**config.mk**
```make
export PLATFORM = sky130hd
export DESIGN_NAME = maze_backtracker_generator
export DESIGN_NICKNAME = d
export VERILOG_FILES = /design/src/design/mbg_pkg.sv /design/src/design/maze_backtracker_generator.sv
export SDC_FILE = /design/constraint.sdc
export NUM_CORES = 2
export LEC_CHECK = 0
export BUFFER_PORTS_ARGS = -buffer_cell sky130_fd_sc_hd__buf_2
export CAP_MARGIN = 40
export CORE_ASPECT_RATIO = 0.9
export CORE_UTILIZATION = 50
export DETAILED_ROUTE_END_ITERATION = 8
export PLACE_DENSITY_LB_ADDON = 0.15
export SLEW_MARGIN = 10
export SYNTH_ARGS = -nofsm -noshare
export SYNTH_HDL_FRONTEND = slang
export SYNTH_SLANG_ARGS = --single-unit
```
**constraint.sdc**
```tcl
create_clock -name clk -period 8.7 [get_ports clk]
set_input_delay 1.305 -clock clk [delete_from_list [all_inputs] [get_ports clk]]
set_output_delay 1.305 -clock clk [all_outputs]
set_load 0.1 [all_outputs]
```
**src/design/mbg_pkg.sv**
```systemverilog
// Shared types and constants for the maze backtracker generator.
`timescale 1ns / 1ps

package mbg_pkg;

  localparam int COORD_W   = 4;   // row or column in cell units
  localparam int DIR_W     = 2;
  localparam int COUNT_W   = 9;   // visited cell count, up to 256
  localparam int SIDE_W    = 5;   // side_in_use register width
  localparam int ENTRY_W   = 2 * COORD_W;  // stack entry: row high, column low
  localparam int SIDE_MIN  = 2;
  localparam int GRID_MAX  = 16;  // largest side the coordinate fields can address

  typedef enum logic [1:0] {
    EV_START  = 2'd0,
    EV_CARVE  = 2'd1,
    EV_REJECT = 2'd2,
    EV_IGNORE = 2'd3
  } event_t;

  typedef enum logic [DIR_W-1:0] {
    DIR_UP    = 2'd0,
    DIR_DOWN  = 2'd1,
    DIR_LEFT  = 2'd2,
    DIR_RIGHT = 2'd3
  } dir_t;

  localparam logic MODE_START = 1'b0;

endpackage

```
**src/design/maze_backtracker_generator.sv**
```systemverilog
// Top level of the maze backtracker generator: sequencer, visited-row memory, path stack.
`timescale 1ns / 1ps

//  channel   dir  beat payload
//  s_axis    in   tuser: mode; tdata: start_row, start_col, direction
//  m_axis    out  tuser: event_res; tdata: cell_row, cell_col, moved_toward,
//                 cells_visited, finished
//  cfg       in   cfg_we / cfg_wdata: side_in_use, taken on a rising edge with cfg_we high
//
//  A step beat runs through accept (neighbor rows read), current row read,
//  decide and write back. Each stack pop on a dead end adds a stack read,
//  a reload and a re-read of the rows. A start beat sweeps the visited memory,
//  one row a cycle, 2**clog2(side cap) rows, then emits. Reset is synchronous.
//  A waiting result holds the final state only until m_tready frees the slot.

module maze_backtracker_generator
  import mbg_pkg::*;
#(
  parameter int CELLS_PER_SIDE = 16
) (
  input  logic        clk,
  input  logic        rst,
  // slave side
  input  logic        s_tvalid,
  output logic        s_tready,
  input  logic [15:0] s_tdata,   // [3:0] start_row, [7:4] start_col, [9:8] direction
  input  logic        s_tuser,   // [0] mode
  // master side
  output logic        m_tvalid,
  input  logic        m_tready,
  output logic [23:0] m_tdata,   // [3:0] cell_row, [7:4] cell_col, [9:8] moved_toward,
                                 // [18:10] cells_visited, [19] finished
  output logic [1:0]  m_tuser,   // [1:0] event_res
  // configuration
  input  logic        cfg_we,
  input  logic [4:0]  cfg_wdata
);

  // Largest side actually usable: bounded by the parameter and the 4-bit coordinates.
  localparam int SIDE_CAP = (CELLS_PER_SIDE > GRID_MAX) ? GRID_MAX :
                            ((CELLS_PER_SIDE < SIDE_MIN) ? SIDE_MIN : CELLS_PER_SIDE);
  localparam int ROW_AW   = $clog2(SIDE_CAP);
  localparam int ROWS     = 1 << ROW_AW;     // visited rows, also bits per row word
  localparam int STK_AW   = 2 * ROW_AW;
  localparam int STK_D    = 1 << STK_AW;

  localparam logic [SIDE_W-1:0] SIDE_CAP_V = SIDE_W'(SIDE_CAP);
  localparam logic [SIDE_W-1:0] SIDE_MIN_V = SIDE_W'(SIDE_MIN);

  typedef enum logic [2:0] {
    S_IDLE,   // wait for a beat; step reads rows r-1, r+1
    S_UD,     // capture up/down rows, read current row
    S_LR,     // decide: carve, reject or pop
    S_POP,    // stack entry arrives, becomes current cell
    S_RD,     // re-read neighbor rows after a pop
    S_CLR,    // sweep visited rows on start
    S_OUT     // emit start or ignore result
  } state_t;

  // ---------------- registers ----------------
  state_t                 state;
  logic [SIDE_W-1:0]      side_reg;      // side_in_use register
  logic [SIDE_W-1:0]      maze_side;     // side latched at start
  logic [COUNT_W-1:0]     side_sq;
  logic [COORD_W-1:0]     cur_row, cur_col;
  logic [COUNT_W-1:0]     total;
  logic [STK_AW-1:0]      stk_count;
  logic                   running, done;
  logic [DIR_W-1:0]       dir_q;
  event_t                 ev_q;
  logic [ROW_AW-1:0]      clr_idx;
  logic [ROWS-1:0]        w_up, w_dn;

  // output slot
  event_t                 o_event;
  logic [COORD_W-1:0]     o_row, o_col;
  logic [DIR_W-1:0]       o_moved;
  logic [COUNT_W-1:0]     o_total;
  logic                   o_done;

  // ---------------- memories ----------------
  logic [ROWS-1:0]        vis_mem [ROWS];
  logic [ENTRY_W-1:0]     stk_mem [STK_D];
  logic [ROWS-1:0]        vis_qa, vis_qb;
  logic [ENTRY_W-1:0]     stk_q;

  logic                   vis_we;
  logic [ROW_AW-1:0]      vis_wa, vis_ra, vis_rb;
  logic [ROWS-1:0]        vis_wd;
  logic                   stk_we;
  logic [STK_AW-1:0]      stk_wa, stk_ra;
  logic [ENTRY_W-1:0]     stk_wd;

  // ---------------- input decode ----------------
  logic [COORD_W-1:0]     in_row, in_col;
  logic [DIR_W-1:0]       in_dir;
  logic                   in_mode;
  logic                   accept;
  logic                   out_free;
  logic                   emit;

  assign in_row  = s_tdata[3:0];
  assign in_col  = s_tdata[7:4];
  assign in_dir  = s_tdata[9:8];
  assign in_mode = s_tuser;
  assign s_tready = (state == S_IDLE);
  assign accept   = s_tvalid && s_tready;
  assign out_free = !m_tvalid || m_tready;

  // Start-time side clamp and start cell saturation.
  logic [SIDE_W-1:0]      eff_side;
  logic [COORD_W-1:0]     st_row, st_col, side_m1;
  logic [COUNT_W-1:0]     eff_sq;

  always_comb begin
    if (side_reg < SIDE_MIN_V) begin
      eff_side = SIDE_MIN_V;
    end else if (side_reg > SIDE_CAP_V) begin
      eff_side = SIDE_CAP_V;
    end else begin
      eff_side = side_reg;
    end
    side_m1 = COORD_W'(eff_side - SIDE_W'(1));
    st_row  = ({1'b0, in_row} >= eff_side) ? side_m1 : in_row;
    st_col  = ({1'b0, in_col} >= eff_side) ? side_m1 : in_col;
    eff_sq  = COUNT_W'(eff_side * eff_side);
  end

  // ---------------- neighbor evaluation ----------------
  logic [ROW_AW-1:0]      r_ix, c_ix, c_lf, c_rt;
  logic [3:0]             open_mask;
  logic                   any_open, sel_open;
  logic [COORD_W-1:0]     nr, nc;
  logic [ROWS-1:0]        new_word;
  logic                   carve, pop, hit_all;

  always_comb begin
    r_ix = cur_row[ROW_AW-1:0];
    c_ix = cur_col[ROW_AW-1:0];
    c_lf = c_ix - ROW_AW'(1);
    c_rt = c_ix + ROW_AW'(1);
    open_mask[DIR_UP]    = (cur_row != '0) && !w_up[c_ix];
    open_mask[DIR_DOWN]  = (({1'b0, cur_row} + SIDE_W'(1)) < maze_side) && !w_dn[c_ix];
    open_mask[DIR_LEFT]  = (cur_col != '0) && !vis_qa[c_lf];
    open_mask[DIR_RIGHT] = (({1'b0, cur_col} + SIDE_W'(1)) < maze_side) && !vis_qa[c_rt];
    any_open = |open_mask;
    sel_open = open_mask[dir_q];
    nr = cur_row;
    nc = cur_col;
    new_word = vis_qa;
    case (dir_t'(dir_q))
      DIR_UP: begin
        nr = cur_row - COORD_W'(1);
        new_word = w_up;
      end
      DIR_DOWN: begin
        nr = cur_row + COORD_W'(1);
        new_word = w_dn;
      end
      DIR_LEFT:  nc = cur_col - COORD_W'(1);
      DIR_RIGHT: nc = cur_col + COORD_W'(1);
      default: ;
    endcase
    new_word = new_word | (ROWS'(1) << nc[ROW_AW-1:0]);
    carve   = (state == S_LR) && any_open && sel_open;
    pop     = (state == S_LR) && !any_open && (stk_count != '0);
    hit_all = ((total + COUNT_W'(1)) >= side_sq);
  end

  // a result goes into the output slot this cycle
  assign emit = out_free && (((state == S_LR) && !pop) || (state == S_OUT));

  // ---------------- memory port control ----------------
  always_comb begin
    // r-1 on the first read, current row once the up/down rows are in
    vis_ra = (state == S_UD || state == S_LR) ? r_ix : (r_ix - ROW_AW'(1));
    vis_rb = r_ix + ROW_AW'(1);
    vis_we = 1'b0;
    vis_wa = nr[ROW_AW-1:0];
    vis_wd = new_word;
    if (state == S_CLR) begin
      vis_we = 1'b1;
      vis_wa = clr_idx;
      vis_wd = (clr_idx == r_ix) ? (ROWS'(1) << c_ix) : '0;
    end else if (carve && out_free) begin
      vis_we = 1'b1;
    end
    stk_we = carve && out_free;
    stk_wa = stk_count;
    stk_wd = {cur_row, cur_col};
    stk_ra = stk_count - STK_AW'(1);
  end

  always_ff @(posedge clk) begin
    if (vis_we) begin
      vis_mem[vis_wa] <= vis_wd;
    end
    vis_qa <= vis_mem[vis_ra];
    vis_qb <= vis_mem[vis_rb];
  end

  always_ff @(posedge clk) begin
    if (stk_we) begin
      stk_mem[stk_wa] <= stk_wd;
    end
    stk_q <= stk_mem[stk_ra];
  end

  // ---------------- sequencer and output register ----------------
  always_ff @(posedge clk) begin
    if (rst) begin
      state     <= S_IDLE;
      side_reg  <= SIDE_W'(10);
      maze_side <= SIDE_MIN_V;
      side_sq   <= COUNT_W'(SIDE_MIN * SIDE_MIN);
      cur_row   <= '0;
      cur_col   <= '0;
      total     <= '0;
      stk_count <= '0;
      running   <= 1'b0;
      done      <= 1'b0;
      clr_idx   <= '0;
      m_tvalid  <= 1'b0;
    end else begin
      if (cfg_we) begin
        side_reg <= cfg_wdata;
      end
      if (emit) begin
        m_tvalid <= 1'b1;
      end else if (m_tready) begin
        m_tvalid <= 1'b0;
      end

      case (state)
        S_IDLE: begin
          if (accept) begin
            dir_q <= in_dir;
            if (in_mode == MODE_START) begin
              maze_side <= eff_side;
              side_sq   <= eff_sq;
              cur_row   <= st_row;
              cur_col   <= st_col;
              clr_idx   <= '0;
              state     <= S_CLR;
            end else if (!running) begin
              ev_q  <= EV_IGNORE;
              state <= S_OUT;
            end else begin
              state <= S_UD;
            end
          end
        end

        S_RD: state <= S_UD;

        S_UD: begin
          w_up  <= vis_qa;
          w_dn  <= vis_qb;
          state <= S_LR;
        end

        S_LR: begin
          if (pop) begin
            stk_count <= stk_count - STK_AW'(1);
            state     <= S_POP;
          end else if (out_free) begin
            if (carve) begin
              stk_count <= stk_count + STK_AW'(1);
              cur_row   <= nr;
              cur_col   <= nc;
              total     <= total + COUNT_W'(1);
              o_row     <= nr;
              o_col     <= nc;
              o_moved   <= dir_q;
              o_total   <= total + COUNT_W'(1);
              o_event   <= EV_CARVE;
              o_done    <= done | hit_all;
              if (hit_all) begin
                running <= 1'b0;
                done    <= 1'b1;
              end
            end else begin
              o_row   <= cur_row;
              o_col   <= cur_col;
              o_moved <= '0;
              o_total <= total;
              o_event <= EV_REJECT;
              o_done  <= done;
            end
            state <= S_IDLE;
          end
        end

        S_POP: begin
          cur_row <= stk_q[ENTRY_W-1:COORD_W];
          cur_col <= stk_q[COORD_W-1:0];
          state   <= S_RD;
        end

        S_CLR: begin
          clr_idx <= clr_idx + ROW_AW'(1);
          if (clr_idx == ROW_AW'(ROWS - 1)) begin
            total     <= COUNT_W'(1);
            stk_count <= '0;
            running   <= 1'b1;
            done      <= 1'b0;
            ev_q      <= EV_START;
            state     <= S_OUT;
          end
        end

        S_OUT: begin
          if (out_free) begin
            o_event  <= ev_q;
            o_row    <= cur_row;
            o_col    <= cur_col;
            o_moved  <= '0;
            o_total  <= total;
            o_done   <= done;
            state    <= S_IDLE;
          end
        end

        default: state <= S_IDLE;
      endcase
    end
  end

  assign m_tdata = {4'd0, o_done, o_total, o_moved, o_col, o_row};
  assign m_tuser = o_event;

endmodule

```
==> metrics.md <==
| Metric | Value |
|---|---|
| Status | finished clean |
| Met3 usage in global routing | 4.06% |
| Post-layout net count | 5,092 |
| Number of cells traversed by the worst register-to-register path | 11 |
| Buffer cell driving the clock tree root | sky130_fd_sc_hd__clkbuf_16 |
| Largest regs | stk_mem (2048), vis_mem (256) |
| DRC violation total after the first TritonRoute iteration | 5,531 |
| Worst VDD drop | 0.264 mV |
| TNS Setup | 0 ns |
| Fraction of registers with async set or reset after synthesis | 0% |
| Met2 track demand over resource in global routing | 36.8% |
| Average detailed-routed wire length per instance | 30.6 um |
| Transition at the pin with the smallest max-transition slack | 1.07 ns |
| Portion of netlist area occupied by mux cells | 18.8% |
| Top-level port count | 55 |
| Worst setup slack for register-to-register paths | 1.93 ns |
| Worst-path maximum fanout | 57 |
| Latest clock arrival within the worst-skew pair | 0.88 ns |
| Number of core rows | 155 |
| Share of the clock period used by the worst path | 77.8% |
| Launching element of the worst setup path | c_ix[1] |
| Die width | 472 um |
| All-layer global routing usage | 24.3% |
| Final wirelength | 242,000 um |
| Critical path arrival | 7.26 ns |
| Most area-hungry cell type in the Yosys netlist | sky130_fd_sc_hd__edfxtp_1 |
| Number of buffers created by CTS | 236 |
| Required @ worst endpoint | 9.19 ns |
| Endpoint class of the critical path | flop |
| Count of max-cap constraint violations | 0 |
| Worst hold slack | 0.399 ns |
| Hold buffer count at CTS | 0 |
| Pins over their slew limit | 0 |
| Total of flip-flops plus latches after synthesis | 2,453 |
| Synthesized-area fraction occupied by ao, oa, aoi and oai cells | 1.87% |
| Classification of the worst setup path | flop to flop |
| Clock edge transition at the registers on the reported setup and hold paths | 0.06 ns |
| Placed instance area | 0.105 sq mm |
| Core area | 0.198 sq mm |
| First-pass GRT wire length | 352,000 um |
| Power per cell area | 305 mW/mm^2 |
| Routed vias | 49.2k |
| Cell area after technology mapping | 0.0996 sq mm |
| Dominant cells by area after synthesis | sky130_fd_sc_hd__edfxtp_1 71%, sky130_fd_sc_hd__mux4_2 18%, sky130_fd_sc_hd__dfxtp_1 1.8%, sky130_fd_sc_hd__nor2_1 0.93%, sky130_fd_sc_hd__clkbuf_1 0.84% |
| Static leakage | 35.1 nW |
| Arithmetic-cell share of the synthesized area counting full adders, half adders and majority gates | 0.706% |
| Primary flip-flop cell chosen by synthesis mapping | sky130_fd_sc_hd__edfxtp_1 |
| Setup repair after global routing missed its margin | no |
| Distinct cell type count after synthesis | 78 |
| Met1 Use GR | 37.1% |
| Worst slew margin relative to its limit | 28.8% |
| Synthesized netlist cell count | 4,806 |
| Min setup slack post-route | 1.93 ns |
| Antenna violations before repair | 14 |
| Simple-gate portion of the synthesized area | 3.58% |
| Area growth syn-to-layout | 13.4% |
| Clock skew | 0.0237 ns |
| Initial core utilization | 50.3% |
| Final Hold Fails | 0 |
| Critical R2R Launch | c_ix[1] |
| Die footprint | 0.201 sq mm |
| Clock Tree Buf Depth | 3 |
| Average footprint of a synthesized cell | 20.7 sq um |
| Congestion Overflow GR | 0 |
| Post-Route Utilization | 57.0% |
| First-pass DRT Iterations | 5 |
| Post-route DRC violation count | 0 |
| EDFF count, synth | 2,361 |
| Biggest register | stk_mem |
| CTS H-tree depth | 4 |
| Clock tree from TritonCTS | yes |
| Number of buffers inserted by post-CTS setup repair | 0 |
| Post-synthesis sequential area ratio | 73.0% |
| Number of buffer cells added on primary ports | 44 |
| Class of the worst hold path | flop to flop |
| Number of failing setup endpoints in the final timing report | 0 |
| Clock tree sinks | 2,453 |
| Warnings from Yosys | 0 |
| Startpoint types | flop |
| Post-detailed-route count of antenna-violating nets | 0 |
| Maximum clock frequency | 0.148 GHz |
| Largest net degree at the start of global routing | 193 |
| Largest family of logic cells by synthesized area | multiplexers |
| Post-detailed-route via-to-cell ratio | 6.23 |
| Global-route layer with the greatest usage | met1 |
| Flip-flop count of the largest register, all copies and words added | 2,048 |
| Routability-driven placement congestion ratio | 0.828 |
| Minimum clock period | 6.77 ns |
| Share of final-layout standard cells stronger than drive strength 1 | 30.2% |
| Crit Reg-Reg Endpoint | stk_mem[89][4] |
| HPWL reported at the end of detailed placement | 146,000 um |
| Vert. Die Dim | 425 um |
| End point of the critical path | stk_mem[89][4] |
| Setup Slack @ Placement | 1.93 ns |
| Xor/xnor share of the synthesized area | 0.545% |
| Post-cts resize count | 0 |
| Share of the synthesized area in the top cell type | 71.2% |
| Final Instance Area | 0.113 sq mm |
| Via count of the first global-routing pass | 49.4k |
## through the flow
stage | power (W) | instances
5_1_grt | 0.0356 | 7884
3_5_place_dp | 0.0242 | 7435
4_1_cts | 0.0346 | 7878
6_report | 0.0344 | 7886
3_3_place_gp | 0.0239 | 7363
2_1_floorplan | 0.0209 | 4811
## final cells by class
cell class                 count  area [sq um]
fill                       14500         85100
clock inverter               142          1540
tap                         2669          3340
multi-input combinational   1989         25900
clock buffer                 301          6330
antenna                        2          5.00
sequential                  2453         72800
inverter                      41           154
timing repair buffer         289          2840
## report_power, final
part           leakage (nW)  switching, W  internal (W)
sequential             22.5      0.000311        0.0143
clock                  3.83       0.00441       0.00599
combinational          8.80       0.00558       0.00377
total                  35.1        0.0103        0.0241
## how the worst min path moves through the flow
stage	from	to	slack, ns	cells after the start
6_report	vis_qb[3]	w_dn[3]	0.40	0
5_1_grt	vis_qb[3]	w_dn[3]	0.40	0
4_1_cts	vis_qb[3]	w_dn[3]	0.40	0
3_5_place_dp	vis_qb[6]	w_dn[6]	0.39	0
3_3_place_gp	vis_qb[6]	w_dn[6]	0.39	0
2_1_floorplan	vis_qb[0]	w_dn[0]	0.39	0
## synthesized netlist by cell type, types with 16 or more instances
cell type	count
sky130_fd_sc_hd__mux4_2	803
sky130_fd_sc_hd__a211oi_1	27
sky130_fd_sc_hd__o221ai_1	19
sky130_fd_sc_hd__nor2_1	246
sky130_fd_sc_hd__buf_1	71
sky130_fd_sc_hd__buf_2	23
sky130_fd_sc_hd__nand2_1	193
sky130_fd_sc_hd__a21oi_1	39
sky130_fd_sc_hd__inv_1	39
sky130_fd_sc_hd__a31oi_1	23
sky130_fd_sc_hd__and2_1	25
sky130_fd_sc_hd__nand3_1	32
sky130_fd_sc_hd__dfxtp_1	92
sky130_fd_sc_hd__mux2i_1	53
sky130_fd_sc_hd__xnor2_1	31
sky130_fd_sc_hd__nor3_1	25
sky130_fd_sc_hd__nor4_1	100
sky130_fd_sc_hd__clkbuf_1	224
sky130_fd_sc_hd__ha_1	53
sky130_fd_sc_hd__nor2b_1	16
sky130_fd_sc_hd__xor2_1	31
sky130_fd_sc_hd__o21ai_0	46
sky130_fd_sc_hd__nand2b_1	19
sky130_fd_sc_hd__edfxtp_1	2361
## cell usage in the layout (no fill, tap or decap), types with 13 or more instances in the layout
| cell type | synthesis | routed |
|---|---|---|
| sky130_fd_sc_hd__buf_4 | 5 | 190 |
| sky130_fd_sc_hd__nor2b_1 | 16 | 16 |
| sky130_fd_sc_hd__a21o_1 | 15 | 15 |
| sky130_fd_sc_hd__buf_2 | 23 | 50 |
| sky130_fd_sc_hd__clkbuf_16 | 0 | 241 |
| sky130_fd_sc_hd__clkinv_2 | 0 | 45 |
| sky130_fd_sc_hd__and2_1 | 25 | 24 |
| sky130_fd_sc_hd__o21ai_0 | 46 | 46 |
| sky130_fd_sc_hd__nand2b_1 | 19 | 17 |
| sky130_fd_sc_hd__nor4_1 | 100 | 61 |
| sky130_fd_sc_hd__mux4_2 | 803 | 803 |
| sky130_fd_sc_hd__nor2_1 | 246 | 232 |
| sky130_fd_sc_hd__mux2i_1 | 53 | 52 |
| sky130_fd_sc_hd__nor2_4 | 10 | 21 |
| sky130_fd_sc_hd__o221ai_1 | 19 | 19 |
| sky130_fd_sc_hd__xnor2_1 | 31 | 24 |
| sky130_fd_sc_hd__nand2_2 | 0 | 17 |
| sky130_fd_sc_hd__buf_16 | 0 | 32 |
| sky130_fd_sc_hd__bufinv_16 | 0 | 29 |
| sky130_fd_sc_hd__edfxtp_1 | 2361 | 2361 |
| sky130_fd_sc_hd__inv_1 | 39 | 39 |
| sky130_fd_sc_hd__nor3_1 | 25 | 24 |
| sky130_fd_sc_hd__a31oi_1 | 23 | 23 |
| sky130_fd_sc_hd__a22o_1 | 13 | 13 |
| sky130_fd_sc_hd__clkinv_1 | 0 | 43 |
| sky130_fd_sc_hd__a211oi_1 | 27 | 27 |
| sky130_fd_sc_hd__clkbuf_1 | 224 | 53 |
| sky130_fd_sc_hd__ha_1 | 53 | 51 |
| sky130_fd_sc_hd__a21oi_1 | 39 | 39 |
| sky130_fd_sc_hd__xor2_1 | 31 | 30 |
| sky130_fd_sc_hd__nor4_2 | 1 | 39 |
| sky130_fd_sc_hd__nand2_1 | 193 | 176 |
| sky130_fd_sc_hd__dfxtp_1 | 92 | 83 |
| sky130_fd_sc_hd__nand3_1 | 32 | 32 |
## layer usage
metal  wire [um]  up-vias
li1            -    20600
met1      105000    26300
met2      112000     1965
met3       18500      315
met4        5430        4
met5          28        -
## logic make-up (layout without fill, tap and decap cells)
group / after synthesis / count (layout)
xor gates and xnor gates: 62 / 62
other: 2 / 9
buffers and inverters: 369 / 773
muxes: 865 / 865
and+or+nand+nor: 739 / 739
DFF: 2453 / 2453
AOI/OAI and AO/OA: 261 / 261
adders and majority gates: 55 / 55
## worst max-delay path, stage by stage, from the launching register on
cell and delay [ns]:
sky130_fd_sc_hd__dfxtp_4 0.79, sky130_fd_sc_hd__inv_1 0.34, sky130_fd_sc_hd__ha_1 0.85, sky130_fd_sc_hd__mux4_2 0.58, sky130_fd_sc_hd__nor3b_1 0.15, sky130_fd_sc_hd__a31o_1 0.23, sky130_fd_sc_hd__a2111o_1 0.44, sky130_fd_sc_hd__a2111oi_4 0.71
sky130_fd_sc_hd__nor2_4 0.34, sky130_fd_sc_hd__buf_4 0.35, sky130_fd_sc_hd__or3_1 0.73, sky130_fd_sc_hd__nor2_1 0.76
No activity file was read; power rests on OpenSTA's default activity.
